===== config.mk =====
export PLATFORM = sky130hd
export DESIGN_NAME = crc16_image_check_with_trailer_unit
export DESIGN_NICKNAME = d
export VERILOG_FILES = /design/src/rtl/crcchk_pkg.sv /design/src/rtl/crcchk_track.sv /design/src/rtl/crcchk_out_reg.sv /design/src/rtl/crc16_image_check_with_trailer_unit.sv
export SDC_FILE = /design/constraint.sdc
export NUM_CORES = 1
export LEC_CHECK = 0
export ABC_AREA = 1
export BUFFER_PORTS_ARGS = -buffer_cell sky130_fd_sc_hd__buf_2
export CAP_MARGIN = 20
export CORE_MARGIN = 8
export CORE_UTILIZATION = 55
export DETAILED_ROUTE_END_ITERATION = 8
export PLACE_DENSITY_LB_ADDON = 0.1
export SKIP_LAST_GASP = 1
export SYNTH_ARGS = -nofsm -noshare
export SYNTH_HDL_FRONTEND = slang
export SYNTH_SLANG_ARGS = --single-unit

===== constraint.sdc =====
create_clock -name clk -period 6.53 [get_ports clk]
set_clock_uncertainty 0.05 [all_clocks]
set_input_delay 1.6325 -clock clk [delete_from_list [all_inputs] [get_ports clk]]
set_output_delay 1.6325 -clock clk [all_outputs]
set_load 0.05 [all_outputs]

===== src/rtl/crcchk_pkg.sv =====
package crcchk_pkg;

  localparam logic [15:0] CRC_POLY = 16'h1021;
  localparam logic [15:0] CRC_TOP  = 16'h8000;
  localparam int          WIN_LEN  = 6;

  localparam logic [7:0] TRL_C    = 8'h43;
  localparam logic [7:0] TRL_R    = 8'h52;
  localparam logic [7:0] TRL_MARK = 8'h10;

  localparam logic [2:0] FILL_FULL = 3'd6;
  localparam logic [2:0] FILL_LAST = 3'd5;

  typedef struct packed {
    logic        crc_match;
    logic [15:0] received_crc;
    logic        trailer_found;
    logic [15:0] computed_crc;
  } result_t;

  // CRC-16 with polynomial 0x1021, MSB first, one byte per call
  function automatic logic [15:0] crc_byte(input logic [15:0] crc, input logic [7:0] b);
    logic [15:0] r;
    r = crc ^ {b, 8'h00};
    for (int k = 0; k < 8; k++) begin
      if ((r & CRC_TOP) != 16'h0000) begin
        r = {r[14:0], 1'b0} ^ CRC_POLY;
      end else begin
        r = {r[14:0], 1'b0};
      end
    end
    return r;
  endfunction

endpackage


===== src/rtl/crcchk_track.sv =====
module crcchk_track import crcchk_pkg::*; (
  input  logic        clk,
  input  logic        rst,
  input  logic        accept,
  input  logic [7:0]  data_byte,
  input  logic        last,
  output result_t     result
);

  logic [15:0] crc_all;
  logic [15:0] crc_lag;
  logic [7:0]  window [WIN_LEN];
  logic [2:0]  fill;

  logic [15:0] crc_all_next;
  logic [15:0] crc_lag_next;
  logic [2:0]  fill_next;
  logic        found;

  always_comb begin
    crc_all_next = crc_byte(crc_all, data_byte);
    crc_lag_next = (fill == FILL_FULL) ? crc_byte(crc_lag, window[0]) : crc_lag;
    fill_next    = (fill == FILL_FULL) ? fill : fill + 3'd1;
  end

  // after the shift the window oldest-first is window[1..5], data_byte
  always_comb begin
    found = (fill >= FILL_LAST) &&
            (window[1] == TRL_C) && (window[2] == TRL_R) &&
            (window[3] == TRL_C) && (window[4] == TRL_MARK);
    result.trailer_found = found;
    result.computed_crc  = found ? crc_lag_next : crc_all_next;
    result.received_crc  = found ? {data_byte, window[5]} : 16'h0000;
    result.crc_match     = found && (crc_lag_next == {data_byte, window[5]});
  end

  always_ff @(posedge clk) begin
    if (rst) begin
      crc_all <= 16'h0000;
      crc_lag <= 16'h0000;
      fill    <= 3'd0;
    end else if (accept) begin
      if (last) begin
        // start the next image from clean state
        crc_all <= 16'h0000;
        crc_lag <= 16'h0000;
        fill    <= 3'd0;
      end else begin
        crc_all <= crc_all_next;
        crc_lag <= crc_lag_next;
        fill    <= fill_next;
      end
    end
  end

  always_ff @(posedge clk) begin
    if (accept) begin
      for (int i = 0; i < WIN_LEN - 1; i++) begin
        window[i] <= window[i + 1];
      end
      window[WIN_LEN - 1] <= data_byte;
    end
  end

endmodule


===== src/rtl/crcchk_out_reg.sv =====
module crcchk_out_reg import crcchk_pkg::*; (
  input  logic    clk,
  input  logic    rst,
  input  logic    load,
  input  result_t load_data,
  input  logic    ready,
  output logic    valid,
  output result_t data
);

  logic valid_next;

  always_comb begin
    priority if (load) begin
      valid_next = 1'b1;
    end else if (ready) begin
      valid_next = 1'b0;
    end else begin
      valid_next = valid;
    end
  end

  always_ff @(posedge clk) begin
    if (rst) begin
      valid <= 1'b0;
    end else begin
      valid <= valid_next;
    end
  end

  always_ff @(posedge clk) begin
    if (load) begin
      data <= load_data;
    end
  end

endmodule


===== src/rtl/crc16_image_check_with_trailer_unit.sv =====
// Streams an image one byte per item and, on the item with tlast, delivers one result:
// the CRC-16/XMODEM of the image, the trailer flag ('C','R','C',0x10 followed by a stored
// CRC low byte first in the last six bytes), the stored CRC (zero without a trailer) and
// a match flag. When a trailer is found the computed CRC excludes those six bytes; images
// shorter than six bytes never carry one. One byte is accepted every cycle: both CRCs
// advance by a full byte step for each accepted byte and the result sits in an output register,
// so input stalls only while a finished result is held by m_tready low. State clears
// after each last byte, so images follow back to back.
module crc16_image_check_with_trailer_unit import crcchk_pkg::*; (
  input  logic        clk,
  input  logic        rst,
  input  logic        s_tvalid,
  output logic        s_tready,
  input  logic [7:0]  s_tdata,   // [7:0] data_byte
  input  logic        s_tlast,   // last
  output logic        m_tvalid,
  input  logic        m_tready,
  output logic [39:0] m_tdata    // [15:0] computed_crc, [16] trailer_found,
                                 // [32:17] received_crc, [33] crc_match, [39:34] zero
);

  logic    accept;
  result_t track_result;
  result_t out_result;

  assign s_tready = !m_tvalid || m_tready;
  assign accept   = s_tvalid && s_tready;

  crcchk_track u_track (
    .clk       (clk),
    .rst       (rst),
    .accept    (accept),
    .data_byte (s_tdata),
    .last      (s_tlast),
    .result    (track_result)
  );

  crcchk_out_reg u_out (
    .clk       (clk),
    .rst       (rst),
    .load      (accept && s_tlast),
    .load_data (track_result),
    .ready     (m_tready),
    .valid     (m_tvalid),
    .data      (out_result)
  );

  assign m_tdata = {6'b000000, out_result.crc_match, out_result.received_crc,
                    out_result.trailer_found, out_result.computed_crc};

  a_rise_after_last: assert property (@(posedge clk) disable iff (rst)
    $rose(m_tvalid) |-> $past(s_tvalid && s_tready && s_tlast))
    else $error("result appeared without a last item");

  a_no_result_mid_image: assert property (@(posedge clk) disable iff (rst)
    (s_tvalid && s_tready && !s_tlast && !m_tvalid) |=> !m_tvalid)
    else $error("result produced for an item without last");

  a_match_needs_trailer: assert property (@(posedge clk) disable iff (rst)
    m_tvalid && m_tdata[33] |-> m_tdata[16] && (m_tdata[15:0] == m_tdata[32:17]))
    else $error("crc_match without trailer or equal CRCs");

  a_no_trailer_zero_rx: assert property (@(posedge clk) disable iff (rst)
    m_tvalid && !m_tdata[16] |-> (m_tdata[32:17] == 16'h0000))
    else $error("received_crc nonzero without trailer");

endmodule

==> impl_metrics.env <==
export IMPL_status="finished clean"
export IMPL_leakagePower_nw=2.80
export IMPL_min_period_ns=3.76
export IMPL_antenna_cells=0
export IMPL_seqCellArea_mm2=0.00318
export IMPL_yosys_warnings=0
export IMPL_startpoint_type="primary input"
export IMPL_vias=4432
export IMPL_netlist_instances=644
export IMPL_drt_first_pass_iters=5
export IMPL_maxCapViolations=0
export IMPL_finalSetupViolCount=0
export IMPL_grt_overflow_total=0
export IMPL_antenna_found_initial=0
export IMPL_die_h_um=116
export IMPL_ir_worst_vdd_mv=0.173
export IMPL_ant_nets=0
export IMPL_grt_pass1_vias=4249
export IMPL_grt_max_degree=50
export IMPL_drive_gt1_frac=0.139
export IMPL_tightestPinTransition_ns=0.755
export IMPL_row_count=36
export IMPL_cts_root_buf="clkbuf_8"
export IMPL_final_nets=713
export IMPL_tns_ns=0
export IMPL_netlist_area_mm2=0.00552
export IMPL_crit_path_max_fanout=3
export IMPL_track_usage=0.211
export IMPL_synthToLayoutAreaGrowth_pct=16.8
export IMPL_tritoncts="built"
export IMPL_wirelength_um=13500
export IMPL_grt_pass1_wl_um=21500
export IMPL_nFillCells=795
export IMPL_post_route_period_util=0.576
export IMPL_gp_congestion=0.886
export IMPL_timing_rr_start="u_track.fill[0]$_SDFFE_PP0P_"
export IMPL_dp_cells=811
export IMPL_insertion_delay_ns=0.53
export IMPL_total_power_mw=2.02
export IMPL_postCtsSetupBuffers=0
export IMPL_hold_buffers=0
export IMPL_max_freq_ghz=0.266
export IMPL_avgSynthCellArea_um2=8.57
export IMPL_viasPerCell=5.26
export IMPL_hold_viol=0
export IMPL_synth_cell_types=29
export IMPL_numCtsBuffers=17
export IMPL_htree_levels=4
export IMPL_report_final_slew_viol_count=0
export IMPL_fin_ws_ns=2.77
export IMPL_pre_cts_slack_ns=2.77
export IMPL_multi_input_area_mm2=0.00195
export IMPL_end_kind="output pin"
export IMPL_fp_dieArea_mm2=0.0135
export IMPL_cts_sinks=118
export IMPL_ys_seq_area_frac=0.577
export IMPL_avgRoutedWirePerCell_um=16.0
export IMPL_core_mm2=0.00977
export IMPL_drtIter0Drc=384
export IMPL_dp_hpwl_um=9380
export IMPL_fin_cells=843
export IMPL_worstHoldStart="u_track.window[2][4]$_DFFE_PP_"
export IMPL_clk_pin_slew_worst_paths_ns=0.06
export IMPL_clock_path_buffers=2
export IMPL_die_w_um=116
export IMPL_ys_ff_latch=118
export IMPL_power_density_mw_per_mm2=313
export IMPL_rsz0062_at_grt="no"
export IMPL_hold_path_class="reg2reg"
export IMPL_initial_utilization=0.565
export IMPL_ios=55
export IMPL_port_buffers=48
export IMPL_arrival_ns=2.08
export IMPL_critPathRequiredTime_ns=4.85
export IMPL_slew_headroom=0.497
export IMPL_cts_resized=0
export IMPL_crit_path_start="m_tready"
export IMPL_critPathKind="in2out"
export IMPL_drc=0
==> cell families after synthesis <==
logic type / synth area share
buffers and inverters: 0.0737
XOR/XNOR: 0.0349
AO/OA/AOI/OAI: 0.0490
other: 0.000679
flip-flops: 0.577
AND/OR/NAND/NOR: 0.258
adder cells (fa/ha/maj): 0.00680
==> flip-flops by register name, summed over array words and instances (netlist names) <==
register	count
u_track.crc_all	16
u_out.data	34
u_out.valid	1
u_track.crc_lag	16
u_track.window	48
u_track.fill	3
==> path summary, 6_finish.rpt <==
check | cells past startpoint | endpoint | slack, ns
worst max-delay path | 4 | s_tready | 2.77
worst min-delay path | 0 | u_track.window[1][4]$_DFFE_PP_ | 0.40
worst max register to register | 15 | u_out.data[33]$_DFFE_PP_ | 3.96
worst min register to register | 0 | u_track.window[1][4]$_DFFE_PP_ | 0.40
==> stage by stage <==
step / hold slack, ns / utilization / cell area, um^2
2_1_floorplan: 0.368 / - / 5540
3_3_place_gp: 0.380 / 0.599 / 5850
3_5_place_dp: 0.386 / 0.599 / 5850
4_1_cts: 0.396 / 0.659 / 6450
5_1_grt: 0.397 / 0.659 / 6450
6_report: 0.399 / 0.659 / 6450
==> layer usage <==
layer / share of wire / track usage
met5: 0 / 0
met4: 0.025 / 0.0899
met3: 0.075 / 0.0465
met2: 0.47 / 0.336
met1: 0.43 / 0.273
==> layout by cell type (no fill, tap or decap), types with 2 or more instances in the layout <==
cell type	n
nand3_1	52
inv_6	2
a21oi_1	36
dfxtp_1	36
edfxtp_1	82
nand2_1	235
clkbuf_16	16
xor2_1	7
xnor2_1	15
clkinvlp_4	5
nor2_2	3
inv_1	68
buf_4	5
buf_2	48
bufinv_16	3
inv_2	4
clkinv_4	3
nand2_2	5
nor2_1	43
conb_1	6
ha_1	3
or2_2	2
or2_1	2
o21ai_0	17
nor3_1	3
==> layout make-up <==
cell class,count,share of cell area
Clock buffer,17,0.0642
Clock inverter,15,0.0280
Inverter,72,0.0419
Multi-Input combinational cell,435,0.303
Sequential cell,118,0.494
Tap cell,133,0.0258
Timing Repair Buffer,53,0.0431
==> worst max-delay path, cell delays in order <==
cell     delay [ns]
buf_2          0.07
inv_1          0.03
nand2_1        0.07
buf_2          0.27
==> cell usage after synthesis, drive strengths merged <==
| cell | instances | share of area |
|---|---|---|
| a21oi | 36 | 0.033 |
| and2 | 1 | 0.0011 |
| buf | 17 | 0.020 |
| clkbuf | 7 | 0.0048 |
| conb | 1 | 0.00068 |
| dfxtp | 36 | 0.13 |
| edfxtp | 82 | 0.45 |
| ha | 3 | 0.0068 |
| inv | 72 | 0.049 |
| nand2 | 240 | 0.17 |
| nand3 | 53 | 0.049 |
| nand3b | 1 | 0.0014 |
| nand4 | 1 | 0.0011 |
| nor2 | 46 | 0.032 |
| nor3 | 3 | 0.0027 |
| nor3b | 1 | 0.0014 |
| o21ai | 18 | 0.016 |
| or2 | 4 | 0.0045 |
| xnor2 | 15 | 0.024 |
| xor2 | 7 | 0.011 |
==> report_power, final <==
part / total (mW) / switching, mW / internal (mW)
Clock: 0.938 / 0.356 / 0.582
Combinational: 0.211 / 0.157 / 0.0540
Sequential: 0.872 / 0.0221 / 0.849
No activity file was read; power rests on OpenSTA's default activity.
